==> src/rtl/core/lsd_pkg.sv <==
// lsd_pkg: shared widths, config register indexes and the config bundle
// for the laplacian sharpen / dither block. no dependencies.
package lsd_pkg;

  localparam int PIX_W               = 14;
  localparam int RND_W               = 16;
  localparam int STRENGTH_W          = 16;
  localparam int DSTR_W              = 8;
  localparam int CFG_DATA_W          = 16;
  localparam int SAMPLE_BITS_DEFAULT = 14;
  localparam int SAMPLE_BITS_MIN     = 8;
  localparam int SAMPLE_BITS_MAX     = 14;

  localparam logic [PIX_W-1:0] CLAMP_MAX_RESET = 14'd255;

  typedef enum logic [1:0] {
    CFG_STRENGTH_CODE   = 2'd0,
    CFG_CLAMP_MAX       = 2'd1,
    CFG_DITHER_ENABLE   = 2'd2,
    CFG_DITHER_STRENGTH = 2'd3
  } cfg_index_t;

  typedef struct packed {
    logic [STRENGTH_W-1:0] strength_code;
    logic [PIX_W-1:0]      clamp_limit;
    logic                  dither_enable;
    logic [DSTR_W-1:0]     dither_strength;
  } lsd_cfg_t;

endpackage

==> src/rtl/core/lsd_dither.sv <==
// lsd_dither: adds the scaled random dither term and clamps again.
// bypassed while dither_enable is low. depends on lsd_pkg.
module lsd_dither
  import lsd_pkg::*;
(
  input  logic [PIX_W-1:0] sharp_pixel,
  input  logic [RND_W-1:0] dither_random,
  input  lsd_cfg_t         cfg,
  output logic [PIX_W-1:0] dithered_pixel
);

  logic        [8:0]  mul;
  logic        [24:0] prod;
  logic        [8:0]  scaled;
  logic signed [9:0]  dval;
  logic signed [15:0] sum;

  always_comb begin
    mul    = {cfg.dither_strength, 1'b1};
    prod   = {9'b0, dither_random} * {16'b0, mul};
    scaled = prod[24:16];
    dval   = $signed({2'b00, cfg.dither_strength}) - $signed({1'b0, scaled});
    sum    = $signed({2'b00, sharp_pixel}) + 16'(dval);
    if (!cfg.dither_enable) begin
      dithered_pixel = sharp_pixel;
    end else if (sum < 16'sd0) begin
      dithered_pixel = '0;
    end else if (sum > $signed({2'b00, cfg.clamp_limit})) begin
      dithered_pixel = cfg.clamp_limit;
    end else begin
      dithered_pixel = sum[PIX_W-1:0];
    end
  end

endmodule

==> config.mk <==
export PLATFORM = sky130hd
export DESIGN_NAME = lsd_dither
export DESIGN_NICKNAME = d
export VERILOG_FILES = /design/src/rtl/core/lsd_pkg.sv /design/src/rtl/core/lsd_dither.sv
export SDC_FILE = /design/constraint.sdc
export NUM_CORES = 1
export LEC_CHECK = 0
export BUFFER_PORTS_ARGS = -buffer_cell sky130_fd_sc_hd__buf_2
export CAP_MARGIN = 40
export CORE_MARGIN = 4
export CORE_UTILIZATION = 46
export DETAILED_ROUTE_END_ITERATION = 7
export GPL_ROUTABILITY_DRIVEN = 1
export PLACE_DENSITY = 0.66
export SYNTH_ARGS = -nofsm -noshare
export SYNTH_HDL_FRONTEND = slang
export SYNTH_SLANG_ARGS = --single-unit
==> constraint.sdc <==
create_clock -name vclk -period 10.7
set_clock_uncertainty 0.2 [all_clocks]
set_input_delay 0.535 -clock vclk [all_inputs]
set_output_delay 0.535 -clock vclk [all_outputs]
set_load 0.005 [all_outputs]
==> results of run 1 <==
==> per-stage QoR <==
step                util, %  std cells  hold WS [ps]
global placement       51.4        914          1200
floorplan                 -        691           944
CTS                    51.4        914          1210
detailed placement     51.4        914          1200
global route           52.5        917          1230
finish                 52.5        917          1210
==> cells in the mapped netlist, types with 4 or more instances <==
cell,count
o21a_1,6
xor2_1,7
o21bai_1,4
a211oi_1,4
fa_1,100
nand2_1,63
o211ai_1,4
nor3_1,6
nor2b_1,6
o22ai_1,14
ha_1,80
mux2i_1,14
inv_1,173
a21oi_1,19
a21o_1,6
nand3_1,6
and2_1,79
clkbuf_1,12
nor2_1,20
xnor2_1,20
o21ai_0,13
==> path summary, 6_finish.rpt <==
check,start,end,slack (ps),cells past startpoint
setup / recovery,cfg[4],dithered_pixel[1],550,42
hold / removal,sharp_pixel[11],dithered_pixel[11],1210,4
==> worst max-delay path: cells and delay by family <==
kind / cells / cell delay, ps
xor+xnor: 1 / 150
simple gates: 7 / 1070
fa+ha+maj: 8 / 3400
mux: 2 / 410
compound gates: 16 / 2930
buf+inv: 8 / 890
==> metal layers <==
metal | global-route usage, % | share of wire [%] | vias up
met5 | 0 | 0 | -
met4 | 1.65 | 1.1 | 0
met3 | 0.283 | 2.2 | 12
met2 | 35.4 | 56 | 69
met1 | 22.2 | 41 | 2360
li1 | - | - | 2262
==> final cells by class <==
type	count	area, um^2
inverter	173	649
tap	168	210
multi-input combinational	504	5090
fill	1218	5760
timing repair buffer	72	400
==> cells by family after synthesis <==
logic type,share of synthesized area (%)
adders and majority gates,52.4
and+or+nand+nor,17.6
muxes,2.69
xor gates and xnor gates,4.13
buffers and inverters,12.4
AOI/OAI and AO/OA,10.7
==> what timing repair did <==
item                                    in CTS  in global routing
resized for setup                            0                 30
endpoints found under the setup margin       0                 14
hold buffers                                 0                  0
buffers inserted                             0                  2
==> flow_summary_export.csv, run 1 <==
group,metric,value,unit
timing,fmax,98.5,MHz
floorplanning,dieArea,0.0143,mm^2
placement,dpl_cell_area,0.00622,mm^2
placement,port_buffers,67,
final_layout,clkbuf_count,0,
critical_path,worstPathArrival,9420,ps
final_layout,layout_commonest_cell,"inv_1",
floorplanning,die_w,120,um
critical_path,setup.worst_path.start_class,"input port",
global_route,grt_pass1_wl,21700,um
timing,tightest_slew,529,ps
drt,totalWireLength,12600,um
floorplanning,io_pins,83,
final_layout,register_area,0,um^2
final_layout,area_delta_synth_final,11.0,%
critical_path,slowest_stage,"fa_1",
drt,drc,0,
placement,dp_worst_setup_slack,225,ps
critical_path,cp_max_fo,17,
drt,first_pass_iters,4,
final_layout,finalInstanceArea,0.00635,mm^2
yosys,yosysWarnings,0,
placement,routabilityCongestion,0.786,
floorplanning,coreArea,0.0121,mm^2
drt,via_per_inst,5.13,
worst_hold_path,holdCritPathClass,"input port to output pin",
global_route,grt_pass1_vias,4890,
yosys,synth_seq_area_share,0,%
floorplanning,die_y,120,um
final_layout,final_cell_mix,"inv_1 (172), fa_1 (100), and2_1 (79), ha_1 (77), nand2_1 (63)",
timing,fin_crit_sh,94.9,%
yosys,syn-cell-area,0.00573,mm^2
timing,finalHoldViolations,0,
final_layout,nets,1000,
yosys,synth_cell_types,49,
yosys,synth_top_area_cell,"fa_1",
drt,post_drt_wl_per_cell,13.7,um
yosys,netlist_instances,691,
yosys,synth_top_area_share,35.0,%
floorplanning,num_rows,40,
timing,worst_slack,549,ps
yosys,syn_avg_cell_area,8.29,um^2
critical_path,end_kind,"output pin",
yosys,synth_nets,940,
global_route,antenna_found_initial,0,
drt,ant_nets,0,
job,cap_violations,0,
drt,num_vias,4703,
critical_path,required,9970,ps
critical_path,worstSetupPathType,"input port to output pin",
critical_path,max_stage_delay,550,ps
outcome,outcome,"finished clean",
timing,rsz0062_at_grt,"no",
global_route,grt_util_all_layers,17.8,%
yosys,ys_top_cells_by_area,"fa_1 (35%), ha_1 (17%), inv_1 (11%)",
placement,dp.final_hpwl,10600,um
final_layout,nFlopsAndLatches,0,
floorplanning,initial_utilization,47.3,%
global_route,gr-total-overflow,0,
timing,slew_headroom,64.6,%
timing,slew_viol_final,0,
drt,drt_iter0_markers,164,
timing,setup-tns-final,0,ps
global_route,grt_max_degree,19,
timing,timing.final.crit_period,10150,ps
timing,setup_viol,0,
final_layout,num_antenna_cells,0,
final_layout,drive_gt1_share,12.8,%
Power of run 1 is not shown: default switching activity piles up to over one toggle a cycle in this logic, so the estimate is an artifact.
==> run 2: changes to the inputs <==
==> constraint.sdc (replaced) <==
create_clock -name vclk -period 12.25
set_clock_uncertainty 0.2 [all_clocks]
set_input_delay 0.6125 -clock vclk [all_inputs]
set_output_delay 0.6125 -clock vclk [all_outputs]
set_load 0.005 [all_outputs]
==> run 2 against run 1 <==
Net effect:
- first-iteration DRC count increased by 1.8%
- final area decreased by 2.2%
- worst hold slack improved by 150 ps
- global-route usage increased by 0.20 points
- worst setup slack better by 910 ps
- flip-flop and latch count stayed put
- cell count shrank 0.44%
- die area unchanged
- critical path type unchanged
- highest routed layer unchanged
==> flow_summary_export.csv, run 2 (synthesis gave the netlist of run 1 again) <==
group,metric,value,unit
critical_path,slowest_stage,"fa_1",
critical_path,setup.worst_path.start_class,"input port",
floorplanning,initial_utilization,47.3,%
timing,setup-tns-final,0,ps
global_route,grt_pass1_wl,22100,um
global_route,grt_pass1_vias,4956,
critical_path,max_stage_delay,550,ps
final_layout,layout_commonest_cell,"inv_1",
placement,routabilityCongestion,0.784,
global_route,gr-total-overflow,0,
global_route,grt_max_degree,19,
drt,ant_nets,0,
final_layout,num_antenna_cells,0,
timing,fin_crit_sh,88.1,%
clock_tree,cts_setup_buffers,0,
drt,num_vias,4671,
timing,finalHoldViolations,0,
clock_tree,hold_buffers,0,
job,cap_violations,0,
timing,setup_viol,0,
placement,place_inst,913,
final_layout,fin_cells,913,
drt,via_per_inst,5.12,
drt,drt_iter0_markers,167,
critical_path,cp_max_fo,18,
final_layout,n_fill_cell,1228,
timing,rsz0062_at_grt,"no",
drt,first_pass_iters,4,
drt,totalWireLength,12400,um
final_layout,register_area,0,um^2
final_layout,final_cell_mix,"inv_1 (173), fa_1 (100), ha_1 (80), and2_1 (79), buf_2 (67)",
drt,drc,0,
worst_hold_path,hp-start,"sharp_pixel[10]",
critical_path,timing.critical_path.mode_cell,"inv_1",
floorplanning,die_w,120,um
floorplanning,dieArea,0.0143,mm^2
final_layout,drive_gt1_share,10.6,%
floorplanning,coreArea,0.0121,mm^2
placement,port_buffers,67,
placement,dp.final_hpwl,10600,um
global_route,grt_util_all_layers,18.0,%
floorplanning,num_rows,40,
final_layout,clkbuf_count,0,
final_layout,area_delta_synth_final,8.59,%
timing,slew_headroom,66.2,%
drt,post_drt_wl_per_cell,13.6,um
critical_path,end_kind,"output pin",
floorplanning,io_pins,83,
final_layout,multi_input_area,0.00501,mm^2
global_route,antenna_found_initial,0,
timing,fmax,92.7,MHz
critical_path,worstSetupPathType,"input port to output pin",
clock_tree,post_cts_resized,0,
critical_path,worstPathArrival,9980,ps
timing,timing.final.crit_period,10790,ps
final_layout,nFlopsAndLatches,0,
critical_path,crit_start,"cfg[1]",
timing,tightest_slew,506,ps
worst_hold_path,holdCritPathClass,"input port to output pin",
final_layout,nets,996,
critical_path,required,11440,ps
timing,slew_viol_final,0,
floorplanning,die_y,120,um
outcome,outcome,"finished clean",
==> run 2: final timing paths <==
kind                                 end  cells past startpoint
worst max-delay path   dithered_pixel[1]                     43
worst min-delay path  dithered_pixel[10]                      4
==> run 2: per-stage QoR <==
| stage | util (%) | hold WS (ps) | area [um^2] | setup WS [ps] |
|---|---|---|---|---|
| 6_report | 51.3 | 1360 | 6220 | 1460 |
| 5_1_grt | 51.3 | 1390 | 6220 | 631 |
| 4_1_cts | 51.3 | 1360 | 6220 | 1420 |
| 3_5_place_dp | 51.3 | 1360 | 6220 | 1450 |
| 3_3_place_gp | 51.3 | 1360 | 6220 | 1590 |
| 2_1_floorplan | - | 1100 | 5730 | 2580 |
==> run 2: routing by layer <==
metal / global-route usage (%) / wire length, um / vias up
met5: 0 / 0 / -
met4: 1.15 / 61 / 0
met3: 0.566 / 283 / 8
met2: 36.1 / 6980 / 69
met1: 22.3 / 5050 / 2340
li1: - / - / 2254
==> run 2: area by class of cell <==
type               count  area share (%)
inverters            173            10.4
repair buffers        68            5.51
well taps            168            3.38
multi-input cells    504            80.7
==> run 2: worst max-delay path, delay by kind of cell <==
kind / cells / cell delay [ps]
simple gates: 8 / 1120
buf+inv: 9 / 1240
xor+xnor: 1 / 110
mux: 2 / 530
fa+ha+maj: 8 / 3440
compound gates: 15 / 2900
Power of run 2 is left out for the same reason.
==> run 3: changes to the inputs <==
--- a/config.mk
+++ b/config.mk
@@ -5,12 +5,13 @@
 export SDC_FILE = /design/constraint.sdc
 export NUM_CORES = 1
 export LEC_CHECK = 0
+export ABC_AREA = 1
 export BUFFER_PORTS_ARGS = -buffer_cell sky130_fd_sc_hd__buf_2
 export CAP_MARGIN = 40
 export CORE_MARGIN = 4
 export CORE_UTILIZATION = 46
 export DETAILED_ROUTE_END_ITERATION = 7
-export GPL_ROUTABILITY_DRIVEN = 1
+export GPL_ROUTABILITY_DRIVEN = 0
 export PLACE_DENSITY = 0.66
 export SYNTH_ARGS = -nofsm -noshare
 export SYNTH_HDL_FRONTEND = slang
==> run 3 against run 2 <==
Net effect:
- clock-buffer cell count unchanged
- cell count increased by 23%
- flip-flop and latch count unchanged
- synthesized area increased by 10%
- sequential share of layout area unchanged
- worst setup slack improved by 860 ps
- critical path depth increased by 1
- first-iteration DRC count increased by 43%
- worst hold slack got worse by 46 ps
- routed wire length increased by 15%
==> flow_summary_export.csv, run 3 <==
group,metric,value,unit
yosys,netlist_instances,918,
yosys,ys_top_cells_by_area,"fa_1 (32%), inv_1 (17%), ha_1 (16%)",
floorplanning,die_w,125,um
final_layout,finalInstanceArea,0.00672,mm^2
critical_path,worstSetupPathType,"input port to output pin",
critical_path,crit_buf_inv,7,
floorplanning,io_pins,83,
critical_path,cp_max_fo,18,
global_route,grt_util_all_layers,18.2,%
yosys,synth-compound-area-share,6.59,%
timing,worst_slack,2330,ps
yosys,ys_top_cells_by_count,"inv_1 (285), nand2_1 (229), fa_1 (100), ha_1 (80), a21oi_1 (36)",
yosys,synthAdderAreaFrac,47.5,%
critical_path,worstPathArrival,9110,ps
floorplanning,die_y,125,um
timing,slew_viol_final,0,
floorplanning,dieArea,0.0157,mm^2
final_layout,area_delta_synth_final,6.27,%
global_route,grt_max_degree,19,
timing,tightest_slew,650,ps
drt,num_vias,5390,
critical_path,end_kind,"output pin",
final_layout,register_area,0,um^2
critical_path,slowest_stage,"fa_1",
final_layout,final_cell_mix,"inv_1 (285), nand2_1 (229), fa_1 (100), ha_1 (80), buf_2 (67)",
drt,first_pass_iters,4,
final_layout,nFlopsAndLatches,0,
final_layout,nets,1199,
timing,timing.final.crit_period,9920,ps
drt,drc,0,
timing,setup-tns-final,0,ps
final_layout,layout_commonest_cell,"inv_1",
placement,dp_worst_setup_slack,2370,ps
drt,totalWireLength,14200,um
yosys,synth_top_area_cell,"fa_1",
global_route,antenna_found_initial,0,
drt,drt_iter0_markers,239,
global_route,grt_pass1_vias,5264,
floorplanning,initial_utilization,47.4,%
timing,slew_headroom,56.7,%
yosys,yosys.area_share.simple,22.4,%
final_layout,n_fill_cell,1413,
drt,ant_nets,0,
critical_path,setup.worst_path.start_class,"input port",
yosys,yosysWarnings,0,
timing,fmax,101,MHz
yosys,synth_seq_area_share,0,%
placement,dpl_cell_area,0.00672,mm^2
yosys,syn-cell-area,0.00632,mm^2
final_layout,num_antenna_cells,0,
floorplanning,coreArea,0.0133,mm^2
yosys,yosysMostFrequentCell,"inv_1",
clock_tree,post_cts_resized,0,
critical_path,cp_top_family,"adder cells",
timing,finalHoldViolations,0,
job,cap_violations,0,
yosys,syn_avg_cell_area,6.89,um^2
critical_path,required,11440,ps
final_layout,drive_gt1_share,10.5,%
floorplanning,num_rows,42,
yosys,synth_top_area_share,31.7,%
final_layout,final_util,50.3,%
critical_path,max_stage_delay,550,ps
clock_tree,hold_buffers,0,
outcome,outcome,"finished clean",
timing,setup_viol,0,
final_layout,multi_input_area,0.00508,mm^2
global_route,grt_pass1_wl,24600,um
clock_tree,cts_setup_buffers,0,
global_route,gr-total-overflow,0,
placement,port_buffers,67,
yosys,synthMuxAreaShare,0,%
worst_hold_path,holdCritPathClass,"input port to output pin",
yosys,synth_nets,1167,
timing,rsz0062_at_grt,"no",
drt,post_drt_wl_per_cell,12.6,um
timing,fin_crit_sh,81.0,%
yosys,synth_top_family_by_area,"adder cells",
final_layout,clkbuf_count,0,
critical_path,timing.critical_path.mode_cell,"nand2_1",
placement,dp.final_hpwl,11800,um
yosys,synth_cell_types,41,
yosys,synth_xor_area_share,3.88,%
drt,via_per_inst,4.80,
==> run 3: cell count changes in the layout (fill, tap and decap cells not counted), sizes merged, moves of 10 or more <==
cell,before,now
mux2i,15,0
a21oi,21,37
nand2,63,247
o22ai,14,0
nand3,6,29
xor2,7,17
nand4,3,19
inv,173,287
and2,80,0
==> run 3: cells by family (layout without fill, tap and decap cells) <==
logic type,Yosys count,after routing
AOI/OAI and AO/OA,69,69
adders and majority gates,180,180
buffers and inverters,325,355
xor gates and xnor gates,28,28
and+or+nand+nor,316,316
==> run 3: area by class of cell <==
type | count | share of cell area, %
Inverter | 287 | 16.0
Multi-Input combinational cell | 593 | 75.6
Tap cell | 176 | 3.28
Timing Repair Buffer | 68 | 5.10
==> run 3: per-stage QoR <==
stage	hold slack [ps]	std cells
global route	1340	1124
global placement	1310	1123
CTS	1320	1124
floorplan	1120	918
detailed placement	1320	1124
finish	1310	1124
==> run 3: path summary, 6_finish.rpt <==
path,cells after the start,slack (ps),to,start
worst min-delay path,4,1310,dithered_pixel[11],sharp_pixel[11]
worst max-delay path,44,2330,dithered_pixel[13],cfg[1]
==> run 3: routing by layer <==
metal  global-route usage, %  part of all wire, %  vias up
li1                        -                    -     2728
met1                    26.2                   46     2576
met2                    32.5                   51       84
met3                   0.597                  3.2        2
met4                   0.702                 0.11        0
met5                       0                    0        -
Power of run 3 is left out for the same reason.
